===== src/design/rpc_pkg.sv =====
// shared types, constants and arctangent table for the rectangular/polar converter
`default_nettype none

package rpc_pkg;

   localparam int DATA_W     = 16;
   localparam int MAG_IN_W   = DATA_W - 1;
   localparam int GUARD      = 16;
   localparam int ITERATIONS = 16;
   localparam int TABLE_LEN  = 24;
   localparam int ITER_N     = (ITERATIONS < TABLE_LEN) ? ITERATIONS : TABLE_LEN;
   localparam int DP_W       = DATA_W + GUARD + 4;
   localparam int Z_W        = 34;
   localparam int PROD_W     = DATA_W + 34;
   localparam int LATENCY    = ITER_N + 4;

   localparam logic [31:0] GAIN_K = 32'd2608131496;
   localparam logic signed [32:0] GAIN_S = {1'b0, GAIN_K};

   localparam logic signed [PROD_W-1:0] HALF_P =
      {{(PROD_W - GUARD){1'b0}}, 1'b1, {(GUARD - 1){1'b0}}};
   // rounding offset for a product whose operand was negated before scaling
   localparam logic signed [PROD_W-1:0] HALF_P_NEG =
      {{(PROD_W - GUARD + 1){1'b0}}, {(GUARD - 1){1'b1}}};
   localparam logic signed [DP_W-1:0] HALF_D =
      {{(DP_W - GUARD){1'b0}}, 1'b1, {(GUARD - 1){1'b0}}};
   localparam logic signed [DP_W-1:0] OUT_MAX = DP_W'(2 ** (DATA_W - 1) - 1);
   localparam logic signed [DP_W-1:0] OUT_MIN = -OUT_MAX - DP_W'(1);

   localparam logic [31:0] HALF_TURN  = 32'h8000_0000;
   localparam logic [31:0] ANG_ROUND  = 32'd1 << (31 - DATA_W);

   localparam logic [31:0] ATAN_TABLE [TABLE_LEN] = '{
      32'h20000000, 32'h12E4051E, 32'h09FB385B, 32'h051111D4,
      32'h028B0D43, 32'h0145D7E1, 32'h00A2F61E, 32'h00517C55,
      32'h0028BE53, 32'h00145F2F, 32'h000A2F98, 32'h000517CC,
      32'h00028BE6, 32'h000145F3, 32'h0000A2FA, 32'h0000517D,
      32'h000028BE, 32'h0000145F, 32'h00000A30, 32'h00000518,
      32'h0000028C, 32'h00000146, 32'h000000A3, 32'h00000051
   };

   typedef enum logic {
      ACT_TO_POLAR = 1'b0,
      ACT_TO_RECT  = 1'b1
   } action_type;

   typedef struct packed {
      action_type               action;
      logic signed [DATA_W-1:0] in_x;
      logic signed [DATA_W-1:0] in_y;
      logic [MAG_IN_W-1:0]      in_mag;
      logic signed [DATA_W-1:0] in_angle;
   } req_type;

   typedef struct packed {
      logic signed [DATA_W-1:0] out_x;
      logic signed [DATA_W-1:0] out_y;
      logic [DATA_W-1:0]        out_mag;
      logic signed [DATA_W-1:0] out_angle;
   } rsp_type;

   typedef struct packed {
      req_type                  req;
      logic                     zero;
      logic                     neg;
      logic signed [PROD_W-1:0] px;
      logic signed [PROD_W-1:0] py;
      logic signed [Z_W-1:0]    z;
   } prod_type;

   typedef struct packed {
      req_type                req;
      logic                   zero;
      logic signed [DP_W-1:0] x;
      logic signed [DP_W-1:0] y;
      logic signed [Z_W-1:0]  z;
   } cordic_type;

endpackage

`default_nettype wire


===== src/design/rpc_output.sv =====
// final rounding, saturation and field selection into the result register
`default_nettype none

module rpc_output (
   input  wire logic                 clock,
   input  wire logic                 reset,
   input  wire logic                 in_valid,
   input  wire rpc_pkg::cordic_type  in_item,
   output logic                      out_valid,
   output rpc_pkg::rsp_type          out_item
);
   import rpc_pkg::*;

   logic    rsp_valid_ff;
   rsp_type rsp_ff;
   rsp_type rsp_in;

   logic signed [DP_W-1:0] x_cur;
   logic signed [DP_W-1:0] y_cur;
   logic [DP_W-1:0]        xc;
   logic [DP_W-1:0]        mag_sum;
   logic [DP_W-1:0]        mag_full;
   logic [DATA_W-1:0]      mag_sat;
   logic [31:0]            ang_sum;
   logic signed [DP_W-1:0] rx;
   logic signed [DP_W-1:0] ry;

   function automatic logic signed [DATA_W-1:0] sat_data(input logic signed [DP_W-1:0] v);
      logic signed [DATA_W-1:0] r;
      if (v > OUT_MAX) begin
         r = OUT_MAX[DATA_W-1:0];
      end else if (v < OUT_MIN) begin
         r = OUT_MIN[DATA_W-1:0];
      end else begin
         r = v[DATA_W-1:0];
      end
      return r;
   endfunction

   always_comb begin
      x_cur    = in_item.x;
      y_cur    = in_item.y;
      xc       = x_cur[DP_W-1] ? '0 : x_cur;
      mag_sum  = xc + HALF_D;
      mag_full = mag_sum >> GUARD;
      mag_sat  = (|mag_full[DP_W-1:DATA_W]) ? '1 : mag_full[DATA_W-1:0];
      ang_sum  = in_item.z[31:0] + ANG_ROUND;
      rx       = (x_cur + HALF_D) >>> GUARD;
      ry       = (y_cur + HALF_D) >>> GUARD;
      if (in_item.req.action == ACT_TO_POLAR) begin
         rsp_in.out_x = in_item.req.in_x;
         rsp_in.out_y = in_item.req.in_y;
         if (in_item.zero) begin
            rsp_in.out_mag   = '0;
            rsp_in.out_angle = '0;
         end else begin
            rsp_in.out_mag   = mag_sat;
            rsp_in.out_angle = ang_sum[31:32-DATA_W];
         end
      end else begin
         rsp_in.out_x     = sat_data(rx);
         rsp_in.out_y     = sat_data(ry);
         rsp_in.out_mag   = {1'b0, in_item.req.in_mag};
         rsp_in.out_angle = in_item.req.in_angle;
      end
   end

   always_ff @(posedge clock) begin
      if (reset) begin
         rsp_valid_ff <= 1'b0;
      end else begin
         rsp_valid_ff <= in_valid;
      end
      rsp_ff <= rsp_in;
   end

   assign out_valid = rsp_valid_ff;
   assign out_item  = rsp_ff;

endmodule

`default_nettype wire


===== config.mk =====
export PLATFORM = sky130hd
export DESIGN_NAME = rpc_output
export DESIGN_NICKNAME = d
export VERILOG_FILES = /design/src/design/rpc_pkg.sv /design/src/design/rpc_output.sv
export SDC_FILE = /design/constraint.sdc
export NUM_CORES = 1
export LEC_CHECK = 0
export ABC_AREA = 1
export BUFFER_PORTS_ARGS = -buffer_cell sky130_fd_sc_hd__buf_4
export CAP_MARGIN = 25
export CORE_MARGIN = 2
export CORE_UTILIZATION = 43
export CTS_BUF_LIST = sky130_fd_sc_hd__clkbuf_4 sky130_fd_sc_hd__clkbuf_8
export DETAILED_ROUTE_END_ITERATION = 7
export PLACE_DENSITY = 0.75
export SYNTH_ARGS = -nofsm -noshare
export SYNTH_HDL_FRONTEND = slang
export SYNTH_SLANG_ARGS = --single-unit

===== constraint.sdc =====
create_clock -name clock -period 2.4 [get_ports clock]
set_clock_uncertainty 0.1 [all_clocks]
set_input_delay 0.36 -clock clock [delete_from_list [all_inputs] [get_ports clock]]
set_output_delay 0.36 -clock clock [all_outputs]
set_load 0.05 [all_outputs]

==> impl_metrics.toml, run 1 <==
[outcome]
status = "finished, final reports clean"

[timing]
tightest_slew_ns = 0.452
hold_violations = 0
slew_headroom = 0.699
maxSlewViolCount = 0
setup_ws_ns = 0.453
setup_tns_ns = 0
setup_viol = 0
min_period_ns = 1.95
rsz0062_at_grt = "no"
fmax_ghz = 0.514
period_share = 0.811

[logic_synthesis]
netlist_instances = 679
ys_seq_elements = 65
ys_seq_area_frac = 0.300
syn_area_per_cell_um2 = 6.38
syn-num-nets = 857
netlist_area_um2 = 4330
yosys.cell_types.count = 40
yosysWarnings = 0

[route]
drt-total-wl_um = 13100
wl_per_cell_um = 13.0
vias_per_cell = 4.77
drc = 0
antenna_left = 0
vias = 4806
drtIter0Drc = 240
first_pass_iters = 5

[pwr]
clockPowerShare = 0.272
powerDensity_nw_per_um2 = 514
seqPwrFrac = 0.387
p_leak_nw = 3.09
internal-power_mw = 1.94
p_switching_mw = 1.16
ir_drop_mv = 0.234
swShare = 0.374
pwr-share-comb = 0.341

[floorplanning]
core_um2 = 9770
die_area_um2 = 10900
die_x_um = 104
start_util = 0.443
num_io_pins = 239
num_rows = 36
dieHeight_um = 104

[global_route]
track_usage = 0.239
grt_overflow_total = 0
antenna_found_initial = 0
grt_pass1_vias = 4566
grt_start_max_net_pins = 45
grt_pass1_wl_um = 21300

[placement]
place.gp.congestion = 0.949
io_buffers = 191
place_hpwl_um = 10700
post-place-ws_ns = 0.131

[layout]
num-fill-cells = 957
area_delta_synth_final_pct = 39.0
layout-drive-gt1-share = 0.301
n_antenna_cell = 0
layout_common_cells = "nand2_1, buf_4, nor2_1"
mostFrequentLayoutCell = "nand2_1"
fin_nets = 1047

[clocking]
clockBufferDepth = 2
clk_pin_slew_ns = 0.08
clkSinkCount = 65
cts_setup_buffers = 0
cts.repair.resized = 0
numCtsBuffers = 9
ctsHoldBuffers = 0
cts_tree = "done"
cts_max_level = 3
root_buffer = "clkbuf_8"

[worst_setup_path]
required_ns = 2.51
path_max_fanout = 15
worst_setup_path_start_kind = "primary input"
worstPathArrival_ns = 2.05
critPathKind = "primary input to flip-flop"
end_kind = "flip-flop"

[min_path]
hold_path.class = "primary input to flip-flop"

[flow_run]
maxCapViolations = 0
[worst max-delay path: stages]
cell     delay [ns]
buf_4          0.09
ha_1           0.17
nand2_1        0.08
nor2_2         0.17
nand2_2        0.15
nor3_2         0.16
nand3_1        0.09
nand2_1        0.15
inv_1          0.10
a21oi_4        0.39
a21oi_1        0.13
[kinds of logic after synthesis]
kind of cell | share of synthesized area
buffers and inverters | 0.0981
XOR/XNOR | 0.0728
adder cells (fa/ha/maj) | 0.0115
flip-flops | 0.300
AO/OA/AOI/OAI | 0.0987
AND/OR/NAND/NOR | 0.419
[per-stage QoR]
stage | util | instance area [um^2] | hold slack, ns | power [mW] | instances
finish | 0.616 | 6030 | 0.0762 | 3.10 | 1007
global route | 0.616 | 6030 | 0.0706 | 3.26 | 1007
CTS | 0.616 | 6030 | 0.0686 | 3.12 | 1007
detailed placement | 0.599 | 5850 | 0.426 | 2.28 | 991
global placement | 0.599 | 5850 | 0.415 | 2.27 | 991
floorplan | - | 4330 | 0.331 | 1.87 | 679
[state kept, by name, summed over array words and instances (netlist names)]
register,flops
out_valid,1
out_item,64
[power by group through the flow]
stage	clock network, mW	logic, mW	registers (mW)
after CTS	0.860	1.06	1.20
after detailed placement	0	1.06	1.22
final	0.842	1.06	1.20
after global routing	0.918	1.13	1.21
after floorplan	0	0.317	1.55
after global placement	0	1.05	1.22
[cells in the mapped netlist]
cell	count	area (um^2)
nand4_1	9	56.3
nand3b_1	4	30.0
a21oi_4	1	16.3
o211ai_1	1	7.51
buf_8	1	15.0
buf_2	1	5.00
a21oi_1	24	120
nor3b_2	1	12.5
o21ai_4	1	16.3
and2_1	1	6.26
nor2_4	5	56.3
nor2_8	1	20.0
o21ai_0	18	90.1
a21oi_2	10	87.6
nand2_1	214	803
o22ai_1	1	6.26
nand2_4	3	33.8
dfxtp_1	65	1300
nand3_1	44	220
ha_1	4	50.1
o31ai_1	1	7.51
buf_6	5	56.3
inv_1	77	289
nor4_1	1	6.26
a32o_1	2	20.0
nor3_2	1	10.0
nand3_2	3	30.0
nor2_2	9	56.3
a31oi_1	2	12.5
a22o_1	4	35.0
inv_2	4	15.0
buf_4	2	15.0
nand2_2	11	68.8
nor2_1	98	368
nor3_1	4	20.0
clkbuf_1	8	30.0
xor2_1	27	236
o221ai_1	1	8.76
xnor2_1	9	78.8
nor3_4	1	16.3
[final cells by class]
type / count / area (um^2) / area share
multi-input cells: 516 / 2610 / 0.433
repair buffers: 196 / 1470 / 0.244
flip-flops and latches: 65 / 1300 / 0.216
inverters: 81 / 304 / 0.0505
well taps: 133 / 166 / 0.0276
clock buffers: 10 / 131 / 0.0218
clock inverters: 6 / 43.8 / 0.00727
[worst paths after layout]
kind	from	to	slack, ns	cells after the start
worst max-delay path	in_item[49]	out_item[44]	0.45	11
worst min-delay path	reset	out_valid	0.08	2
[per-layer routing]
metal / vias to the layer above / global-route usage / wire, um
met5: - / 0 / 0
met4: 0 / 0.0772 / 200
met3: 14 / 0.0370 / 886
met2: 179 / 0.438 / 6600
met1: 2114 / 0.282 / 5400
li1: 2499 / - / -
(Power assumes the default switching activity.)
==> run 2: changes to the inputs <==
==> constraint.sdc (replaced) <==
create_clock -name clock -period 2 [get_ports clock]
set_clock_uncertainty 0.1 [all_clocks]
set_input_delay 0.3 -clock clock [delete_from_list [all_inputs] [get_ports clock]]
set_output_delay 0.3 -clock clock [all_outputs]
set_load 0.05 [all_outputs]
==> impl_metrics.toml, run 2 (synthesized netlist as in run 1, its figures left out) <==
[clocking]
clkSinkCount = 65
clk_pin_slew_ns = 0.08
clockBufferDepth = 2
cts_max_level = 3
numCtsBuffers = 9
root_buffer = "clkbuf_8"
cts_tree = "done"

[timing]
maxSlewViolCount = 0
min_period_ns = 1.75
hold_violations = 0
setup_tns_ns = 0
setup_viol = 0
fmax_ghz = 0.572
tightest_slew_ns = 0.331
period_share = 0.874
slew_headroom = 0.778
setup_ws_ns = 0.253
rsz0062_at_grt = "no"

[global_route]
antenna_found_initial = 0
grt_start_max_net_pins = 31
grt_pass1_wl_um = 22500
grt_pass1_vias = 4752
track_usage = 0.253
grt_overflow_total = 0

[worst_setup_path]
worstPathArrival_ns = 1.92
required_ns = 2.17
cpPeakStageDelay_ns = 0.17
crit_buf_inv = 2
end_kind = "flip-flop"
worstPathCellList = "buf_4, ha_1, nand2_1, nor2_2, nand2_2, nor2_2, nand3b_1, nand2_1, nand2_1, o21ai_4, buf_12, nand2_1, a21oi_1"
cp_common_cell = "nand2_1"
critPathTopFamily = "simple AND/OR/NAND/NOR gates"
slowest_stage = "ha_1"
path_max_fanout = 15
worst_setup_path_start_kind = "primary input"
critPathKind = "primary input to flip-flop"
crit_start = "in_item[49]"

[floorplanning]
core_um2 = 9770
dieHeight_um = 104
num_rows = 36
num_io_pins = 239
start_util = 0.443
die_area_um2 = 10900
die_x_um = 104

[layout]
largest_reg_flops = 64
layout_common_cells = "nand2_1, buf_4, nor2_1"
stdcell_count = 1025
n_antenna_cell = 0
regArea_um2 = 1300
fin_area_um2 = 6230
num-fill-cells = 936
fin_nets = 1066
area_delta_synth_final_pct = 43.8
multi_input_area_um2 = 2610
mostFrequentLayoutCell = "nand2_1"
layout-drive-gt1-share = 0.314

[placement]
post-place-ws_ns = -0.0692
io_buffers = 191
place_hpwl_um = 11300
dp.cells = 1009
place.gp.congestion = 0.957
placedInstanceArea_um2 = 6020

[route]
drc = 0
drtIter0Drc = 202
wl_met2_um = 6920
wl_per_cell_um = 13.5
antenna_left = 0
drt-total-wl_um = 13800
met1_length_um = 5800
vias_per_cell = 4.81
route.met3.wl_um = 758
vias = 4934
first_pass_iters = 4
topRoutingLayerUsed = "met4"

[outcome]
status = "finished, final reports clean"

[pwr]
powerDensity_nw_per_um2 = 626
p_leak_nw = 3.21
power_mw = 3.90
ir_drop_mv = 0.278

[min_path]
min_from = "in_item[131]"
hold_path.class = "primary input to flip-flop"

[flow_run]
maxCapViolations = 0
## run 2: cell type report
| type | count | share of cell area |
|---|---|---|
| Multi-Input combinational cell | 516 | 0.418 |
| Timing Repair Buffer | 215 | 0.265 |
| Sequential cell | 65 | 0.209 |
| Inverter | 81 | 0.0488 |
| Tap cell | 133 | 0.0267 |
| Clock buffer | 12 | 0.0255 |
| Clock inverter | 3 | 0.00642 |
## run 2: layer usage
layer,vias up,GRT usage
li1,2529,-
met1,2235,0.295
met2,150,0.458
met3,20,0.0470
met4,0,0.0927
met5,-,0
## run 2: report_power, final
part	switching, mW	internal [mW]	leakage, nW	total [mW]
logic	0.829	0.480	2.56	1.31
clock network	0.510	0.647	0.106	1.16
registers	0.0297	1.41	0.547	1.44
## run 2: what timing repair did
action	4_1_cts	5_1_grt
buffers inserted	0	0
hold endpoints to repair	1	0
gates resized for setup	0	0
hold buffers	1	0
## run 2: worst paths after layout
check,end,cells after the start
hold / removal,out_item[24],3
setup / recovery,out_item[45],13
## run 2: metrics by stage
| stage | util | hold slack, ns |
|---|---|---|
| final | 0.638 | 0.0494 |
| after global routing | 0.638 | 0.0432 |
| after CTS | 0.638 | 0.0397 |
| after detailed placement | 0.616 | 0.358 |
| after global placement | 0.616 | 0.355 |
| after floorplan | - | 0.271 |
