==> src/design/rpc_pkg.sv <==
// shared types, constants and arctangent table for the rectangular/polar converter
`default_nettype none

package rpc_pkg;

   localparam int DATA_W     = 16;
   localparam int MAG_IN_W   = DATA_W - 1;
   localparam int GUARD      = 16;
   localparam int ITERATIONS = 16;
   localparam int TABLE_LEN  = 24;
   localparam int ITER_N     = (ITERATIONS < TABLE_LEN) ? ITERATIONS : TABLE_LEN;
   localparam int DP_W       = DATA_W + GUARD + 4;
   localparam int Z_W        = 34;
   localparam int PROD_W     = DATA_W + 34;
   localparam int LATENCY    = ITER_N + 4;

   localparam logic [31:0] GAIN_K = 32'd2608131496;
   localparam logic signed [32:0] GAIN_S = {1'b0, GAIN_K};

   localparam logic signed [PROD_W-1:0] HALF_P =
      {{(PROD_W - GUARD){1'b0}}, 1'b1, {(GUARD - 1){1'b0}}};
   // rounding offset for a product whose operand was negated before scaling
   localparam logic signed [PROD_W-1:0] HALF_P_NEG =
      {{(PROD_W - GUARD + 1){1'b0}}, {(GUARD - 1){1'b1}}};
   localparam logic signed [DP_W-1:0] HALF_D =
      {{(DP_W - GUARD){1'b0}}, 1'b1, {(GUARD - 1){1'b0}}};
   localparam logic signed [DP_W-1:0] OUT_MAX = DP_W'(2 ** (DATA_W - 1) - 1);
   localparam logic signed [DP_W-1:0] OUT_MIN = -OUT_MAX - DP_W'(1);

   localparam logic [31:0] HALF_TURN  = 32'h8000_0000;
   localparam logic [31:0] ANG_ROUND  = 32'd1 << (31 - DATA_W);

   localparam logic [31:0] ATAN_TABLE [TABLE_LEN] = '{
      32'h20000000, 32'h12E4051E, 32'h09FB385B, 32'h051111D4,
      32'h028B0D43, 32'h0145D7E1, 32'h00A2F61E, 32'h00517C55,
      32'h0028BE53, 32'h00145F2F, 32'h000A2F98, 32'h000517CC,
      32'h00028BE6, 32'h000145F3, 32'h0000A2FA, 32'h0000517D,
      32'h000028BE, 32'h0000145F, 32'h00000A30, 32'h00000518,
      32'h0000028C, 32'h00000146, 32'h000000A3, 32'h00000051
   };

   typedef enum logic {
      ACT_TO_POLAR = 1'b0,
      ACT_TO_RECT  = 1'b1
   } action_type;

   typedef struct packed {
      action_type               action;
      logic signed [DATA_W-1:0] in_x;
      logic signed [DATA_W-1:0] in_y;
      logic [MAG_IN_W-1:0]      in_mag;
      logic signed [DATA_W-1:0] in_angle;
   } req_type;

   typedef struct packed {
      logic signed [DATA_W-1:0] out_x;
      logic signed [DATA_W-1:0] out_y;
      logic [DATA_W-1:0]        out_mag;
      logic signed [DATA_W-1:0] out_angle;
   } rsp_type;

   typedef struct packed {
      req_type                  req;
      logic                     zero;
      logic                     neg;
      logic signed [PROD_W-1:0] px;
      logic signed [PROD_W-1:0] py;
      logic signed [Z_W-1:0]    z;
   } prod_type;

   typedef struct packed {
      req_type                req;
      logic                   zero;
      logic signed [DP_W-1:0] x;
      logic signed [DP_W-1:0] y;
      logic signed [Z_W-1:0]  z;
   } cordic_type;

endpackage

`default_nettype wire

==> src/design/rpc_prescale.sv <==
// input register, quadrant fold, gain multiply and rounding into the guard format
`default_nettype none

module rpc_prescale (
   input  wire logic                clock,
   input  wire logic                reset,
   input  wire logic                in_valid,
   input  wire rpc_pkg::req_type    in_item,
   output logic                     out_valid,
   output rpc_pkg::cordic_type      out_item
);
   import rpc_pkg::*;

   logic       req_valid_ff;
   req_type    req_ff;
   logic       prod_valid_ff;
   prod_type   prod_ff;
   prod_type   prod_in;
   logic       cor_valid_ff;
   cordic_type cor_ff;
   cordic_type cor_in;

   logic signed [DATA_W:0]   xs;
   logic signed [DATA_W:0]   ys;
   logic signed [PROD_W-1:0] px;
   logic signed [PROD_W-1:0] py;
   logic signed [31:0]       z_rot;
   logic                     flip;
   logic signed [PROD_W-1:0] sx;
   logic signed [PROD_W-1:0] sy;
   logic signed [PROD_W-1:0] sx_sh;
   logic signed [PROD_W-1:0] sy_sh;

   // fold the operand and multiply by the cordic gain
   always_comb begin
      xs    = '0;
      ys    = '0;
      z_rot = '0;
      flip  = 1'b0;
      prod_in      = '0;
      prod_in.req  = req_ff;
      if (req_ff.action == ACT_TO_POLAR) begin
         xs           = {req_ff.in_x[DATA_W-1], req_ff.in_x};
         ys           = {req_ff.in_y[DATA_W-1], req_ff.in_y};
         prod_in.zero = (req_ff.in_x == '0) && (req_ff.in_y == '0);
         if (req_ff.in_x[DATA_W-1]) begin
            xs        = -xs;
            ys        = -ys;
            prod_in.z = {{(Z_W - 32){1'b0}}, HALF_TURN};
         end
      end else begin
         flip  = req_ff.in_angle[DATA_W-1] ^ req_ff.in_angle[DATA_W-2];
         xs    = {2'b00, req_ff.in_mag};
         prod_in.neg = flip;
         if (flip) begin
            xs = -xs;
         end
         z_rot = {req_ff.in_angle[DATA_W-1] ^ flip, req_ff.in_angle[DATA_W-2:0],
                  {(32 - DATA_W){1'b0}}};
         prod_in.z = {{(Z_W - 32){z_rot[31]}}, z_rot};
      end
      px = xs * GAIN_S;
      py = ys * GAIN_S;
      prod_in.px = px;
      prod_in.py = py;
   end

   // round half up to the guard format, a negated start x rounds as if negated after
   always_comb begin
      sx     = prod_ff.px + (prod_ff.neg ? HALF_P_NEG : HALF_P);
      sy     = prod_ff.py + HALF_P;
      sx_sh  = sx >>> GUARD;
      sy_sh  = sy >>> GUARD;
      cor_in      = '0;
      cor_in.req  = prod_ff.req;
      cor_in.zero = prod_ff.zero;
      cor_in.x    = sx_sh[DP_W-1:0];
      cor_in.y    = sy_sh[DP_W-1:0];
      cor_in.z    = prod_ff.z;
   end

   always_ff @(posedge clock) begin
      if (reset) begin
         req_valid_ff  <= 1'b0;
         prod_valid_ff <= 1'b0;
         cor_valid_ff  <= 1'b0;
      end else begin
         req_valid_ff  <= in_valid;
         prod_valid_ff <= req_valid_ff;
         cor_valid_ff  <= prod_valid_ff;
      end
      req_ff  <= in_item;
      prod_ff <= prod_in;
      cor_ff  <= cor_in;
   end

   assign out_valid = cor_valid_ff;
   assign out_item  = cor_ff;

endmodule

`default_nettype wire

==> config.mk <==
export PLATFORM = sky130hd
export DESIGN_NAME = rpc_prescale
export DESIGN_NICKNAME = d
export VERILOG_FILES = /design/src/design/rpc_pkg.sv /design/src/design/rpc_prescale.sv
export SDC_FILE = /design/constraint.sdc
export NUM_CORES = 1
export LEC_CHECK = 0
export ABC_AREA = 1
export BUFFER_PORTS_ARGS = -buffer_cell sky130_fd_sc_hd__buf_2
export CAP_MARGIN = 10
export CELL_PAD_IN_SITES_DETAIL_PLACEMENT = 1
export CELL_PAD_IN_SITES_GLOBAL_PLACEMENT = 1
export CORE_MARGIN = 2
export CORE_UTILIZATION = 40
export DETAILED_ROUTE_END_ITERATION = 10
export PLACE_DENSITY_LB_ADDON = 0.1
export SKIP_CTS_REPAIR_TIMING = 1
export SLEW_MARGIN = 20
export SYNTH_ARGS = -nofsm -noshare
export SYNTH_HDL_FRONTEND = slang
export SYNTH_SLANG_ARGS = --single-unit
==> constraint.sdc <==
create_clock -name clock -period 9.46 [get_ports clock]
set_input_delay 1.892 -clock clock [delete_from_list [all_inputs] [get_ports clock]]
set_output_delay 1.892 -clock clock [all_outputs]
set_load 0.02 [all_outputs]
==> results of run 1 <==
[layer usage]
metal / GRT usage, % / share of wire, % / up-vias
met3: 2.56 / 3.3 / 88
met4: 4.87 / 1.7 / 0
met2: 46.0 / 51 / 364
li1: - / - / 11000
met5: 0 / 0 / -
met1: 33.3 / 44 / 11700
[stage by stage]
stage          hold WS [ns]  instances  instance area, µm²
2_1_floorplan         0.310       3458               30300
3_3_place_gp          0.310       4625               32500
3_5_place_dp          0.313       4625               32500
4_1_cts               0.303       4703               34000
5_1_grt               0.308       4704               34000
6_report              0.303       4704               34000
[worst max-delay path by stage]
stage	startpoint	endpoint	slack, ns	cells past startpoint
after detailed placement	prod_in[167]	prod_ff[83]	1.59	31
final	prod_in[168]	prod_ff[83]	1.46	31
after floorplan	prod_in[167]	prod_ff[78]	2.63	28
after global routing	prod_in[168]	prod_ff[80]	1.11	33
after CTS	prod_in[168]	prod_ff[83]	1.53	31
after global placement	prod_in[167]	prod_ff[83]	1.62	31
[layout by cell type (no fill, tap or decap), types with 11 or more instances in the layout]
| cell type | instances |
|---|---|
| nand2_2 | 14 |
| xnor2_1 | 32 |
| buf_2 | 222 |
| a21o_1 | 12 |
| clkbuf_8 | 11 |
| a21boi_0 | 11 |
| fa_1 | 380 |
| conb_1 | 16 |
| inv_1 | 825 |
| nand4_1 | 29 |
| nor2_1 | 284 |
| o21ai_0 | 95 |
| clkbuf_16 | 43 |
| nand2_1 | 465 |
| xor2_1 | 93 |
| nor3_1 | 62 |
| dfxtp_1 | 381 |
| o21bai_1 | 15 |
| nand3_1 | 115 |
| ha_1 | 348 |
| nor2_2 | 11 |
| a31oi_1 | 14 |
| a21oi_1 | 137 |
[registers in the layout (all words and copies together) (netlist names)]
signal,flops
cor_in,82
out_item,150
out_valid,1
prod_ff,83
prod_in,64
prod_valid_ff,1
req_valid_ff,1
[cells by family (layout without fill, tap and decap cells)]
| logic type | after synthesis | in the layout |
|---|---|---|
| xor+xnor | 125 | 125 |
| simple gates | 1027 | 1027 |
| fa+ha+maj | 728 | 728 |
| other cells | 1 | 17 |
| flops | 382 | 382 |
| buf+inv | 864 | 1140 |
| compound gates | 316 | 316 |
[cell type report]
class / count / area (µm²)
multi-input cells: 2212 / 19300
fillers: 8880 / 40700
repair buffers: 231 / 1180
inverters: 831 / 3120
well taps: 969 / 1210
clock buffers: 58 / 1240
flip-flops and latches: 382 / 7650
diodes: 1 / 2.50
clock inverters: 20 / 307
[worst max-delay path: cells and delay by family, from the launching register on]
family	cells	cell delay (ns)
adders and majority gates	8	3.84
AOI/OAI and AO/OA	1	0.13
buffers and inverters	11	1.05
DFF	1	0.31
and+or+nand+nor	11	2.53
==> results.ini, run 1 <==
[drt]
num_vias = 23100
wl_um = 99100
routed_via_density = 4.92
drtIter0Drc = 984
wl_per_cell_um = 21.1
ant_nets = 0
route.detailed.drc = 0
drt_pass1_iterations = 5

[grt]
grt_pass1_vias = 25500
grt_overflow = 0
grt_first_pass_wirelength_um = 151000
grt_antenna_before_repair = 2
grt_max_degree = 31
grt_usage_pct = 25.5

[place]
hpwl_um = 88100
io_buffers = 222
post-place-ws_ns = 1.59
gp_congestion = 0.950

[yosys]
synth_compound_area_share_pct = 5.84
seq_area_frac_synth_pct = 25.3
netlist_area_mm2 = 0.0302
post-synth-top-area-cell = dfxtp_1
synthArstFlopShare_pct = 0
avgSynthCellArea_um2 = 8.78
synth_mux_area_share_pct = 0
synth.most_common_cell = inv_1
synthCells = 3443
synth_simple_gate_area_share_pct = 14.6
synth_edf_count = 0
ys_ff_latch = 382
netlist.area_leader.share_pct = 25.3
ys_top_cells_by_count = inv_1 (825), nand2_1 (465), dfxtp_1 (382)
synthXorXnorAreaFrac_pct = 3.62
synthFlopType = dfxtp_1
synth_fa_ha_area_share_pct = 39.6
yosys-top-cells-area = dfxtp_1 (25%), fa_1 (25%), ha_1 (14%), inv_1 (10%), nand2_1 (5.8%)
synth_top_family_by_area = adder cells
yosys.cell_types.count = 51
yosys_warnings = 0

[outcome]
run_status = completed

[floorplan]
dieWidth_um = 279
rows = 100
die_h_um = 279
start_util_pct = 40.5
dieArea_mm2 = 0.0778
coreArea_mm2 = 0.0747
ios = 239

[setup_path]
arrival_ns = 8.44
critical_path.max_stage_delay_ns = 0.65
reg2reg_from = prod_in[168]
rrSetupSlack_ns = 1.46
cp_max_fo = 6
crit_path_end_kind = flip-flop
r2r-end = prod_ff[83]
crit_type = flip-flop to flip-flop
cp.required_ns = 9.90
worst_path_most_repeated_cell = inv_1
cp-start-kind = flip-flop
slowest_stage = nor3_2
rr_worst_depth = 31

[timing]
drv_slew = 0
tightestPinTransition_ns = 1.08
max_slew_margin_pct = 27.8
finalHoldViolCount = 0
fmax_mhz = 125
setup_viol = 0
min_period_over_period_pct = 84.6
layout_setup_ws_ns = 1.46
finalClockSkew_ns = 0.0333
rsz0062_at_grt = false
setup_tns_ns = 0
period_needed_ns = 8.00

[final_layout]
final_layout_size_suffix_gt1_share_pct = 9.64
fin_util_pct = 45.5
area_growth_pct = 12.5
nNetsFinal = 4496

[clock_tree]
clkTransAtPathRegs_ns = 0.06
cts_root_buffer = clkbuf_16
clock_latency_ns = 0.60
clk_path_buf_depth = 3
numCtsBuffers = 43
cts.sinks = 382
cts-htree-levels = 2
cts_tree = yes

[hold_path]
holdCritStartpoint = cor_in[28]
hold_class = flip-flop to flip-flop
hold-path-endpoint = out_item[28]
min_path_cells = 0

[job]
drv_cap = 0

Power of run 1 is not shown: default switching activity piles up to over one toggle a cycle in this logic, so the estimate is an artifact.
==> inputs of run 2 (changes only) <==
clock period = 6.42 ns   (was 9.46 ns; I/O delays follow)
==> results.ini, run 2 (synthesized netlist as in run 1, its figures left out) <==
[outcome]
run_status = finished with violations
violations = negative setup slack

[setup_path]
crit_path_end_kind = flip-flop
critical_path.max_stage_delay_ns = 0.62
crit_type = flip-flop to flip-flop
cp-start-kind = flip-flop
arrival_ns = 7.08
cp_max_fo = 4
slowest_stage = fa_2
cp.required_ns = 6.85

[final_layout]
largest_register_ffs = 150
final_layout_size_suffix_gt1_share_pct = 35.4
layout_commonest_cell = inv_1
ff_latch_area_mm2 = 0.00766
fillCellCount = 8559
nNetsFinal = 5043
multiInputGateArea_mm2 = 0.0223
area_growth_pct = 36.5
final_cell_mix = inv_1 (689), buf_4 (503), nand2_1 (387)

[place]
hpwl_um = 96400
post-place-ws_ns = -0.856
gp_congestion = 0.983
io_buffers = 222

[hold_path]
hold_class = flip-flop to flip-flop

[grt]
grt_usage_pct = 27.8
grt_pass1_vias = 28100
grt_max_degree = 34
grt_antenna_before_repair = 3
grt_first_pass_wirelength_um = 164000
grt_overflow = 0

[floorplan]
coreArea_mm2 = 0.0747
ios = 239
die_h_um = 279
rows = 100
dieArea_mm2 = 0.0778
start_util_pct = 40.5
dieWidth_um = 279

[drt]
wl_per_cell_um = 21.5
ant_nets = 0
drt_pass1_iterations = 5
route.detailed.drc = 0
routed_via_density = 4.87
num_vias = 25500
drtIter0Drc = 913
wl_um = 113000

[clock_tree]
numCtsBuffers = 42
clock_latency_ns = 0.58
cts_root_buffer = clkbuf_16
cts_tree = yes
clkTransAtPathRegs_ns = 0.06
clk_path_buf_depth = 3
cts-htree-levels = 2
cts.sinks = 382

[timing]
period_needed_ns = 6.64
layout_setup_ws_ns = -0.225
drv_slew = 0
max_slew_margin_pct = 54.9
fmax_mhz = 150
finalClockSkew_ns = 0.0333
holdWs_ns = 0.302
setup_viol = 24
min_period_over_period_pct = 104
finalHoldViolCount = 0
tightestPinTransition_ns = 0.669
rsz0062_at_grt = true
setup_tns_ns = -1.65

[job]
drv_cap = 0

run 2: cell count changes in the layout (fill, tap and decap cells not counted), sizes merged:
cell and delta:
buf +548, bufinv -4, clkinvlp +3, inv -3, clkbuf +1, diode +1
run 2: worst paths after layout:
path,startpoint,endpoint,slack (ns),cells after the start
worst max-delay path,prod_in[167],prod_ff[78],-0.22,36
worst min register to register,cor_in[109],out_item[109],0.30,0
worst min-delay path,cor_in[109],out_item[109],0.30,0
worst max register to register,prod_in[167],prod_ff[78],-0.22,36
run 2: routing by layer:
metal  GRT usage (%)  wire [µm]  up-vias
li1                -          -    12100
met1            34.4      46600    12800
met2            50.2      58900      426
met3            3.56       3880      169
met4            8.40       3360        0
met5               0          0        -
run 2: layout make-up:
class / count / area share (%)
diodes: 2 / 0.0121
clock buffers: 59 / 3.02
clock inverters: 16 / 0.391
inverters: 831 / 7.63
multi-input cells: 2212 / 54.0
flip-flops and latches: 382 / 18.6
well taps: 969 / 2.94
repair buffers: 779 / 13.4
run 2: through the flow:
| step | cells | util [%] | cell area, µm² |
|---|---|---|---|
| final | 5250 | 55.2 | 41300 |
| after global routing | 5250 | 55.2 | 41300 |
| after CTS | 5163 | 50.1 | 37400 |
| after detailed placement | 5088 | 48.2 | 36000 |
| after global placement | 5088 | 48.2 | 36000 |
| after floorplan | 3458 | - | 30300 |
run 2: critical path: cells and delay by family, from the launching register on:
kind	cells	cell delay, ns
DFF	1	0.32
buffers and inverters	8	0.55
AOI/OAI and AO/OA	1	0.17
adders and majority gates	7	3.04
and+or+nand+nor	19	2.27
xor gates and xnor gates	1	0.16
Power of run 2 is left out for the same reason.
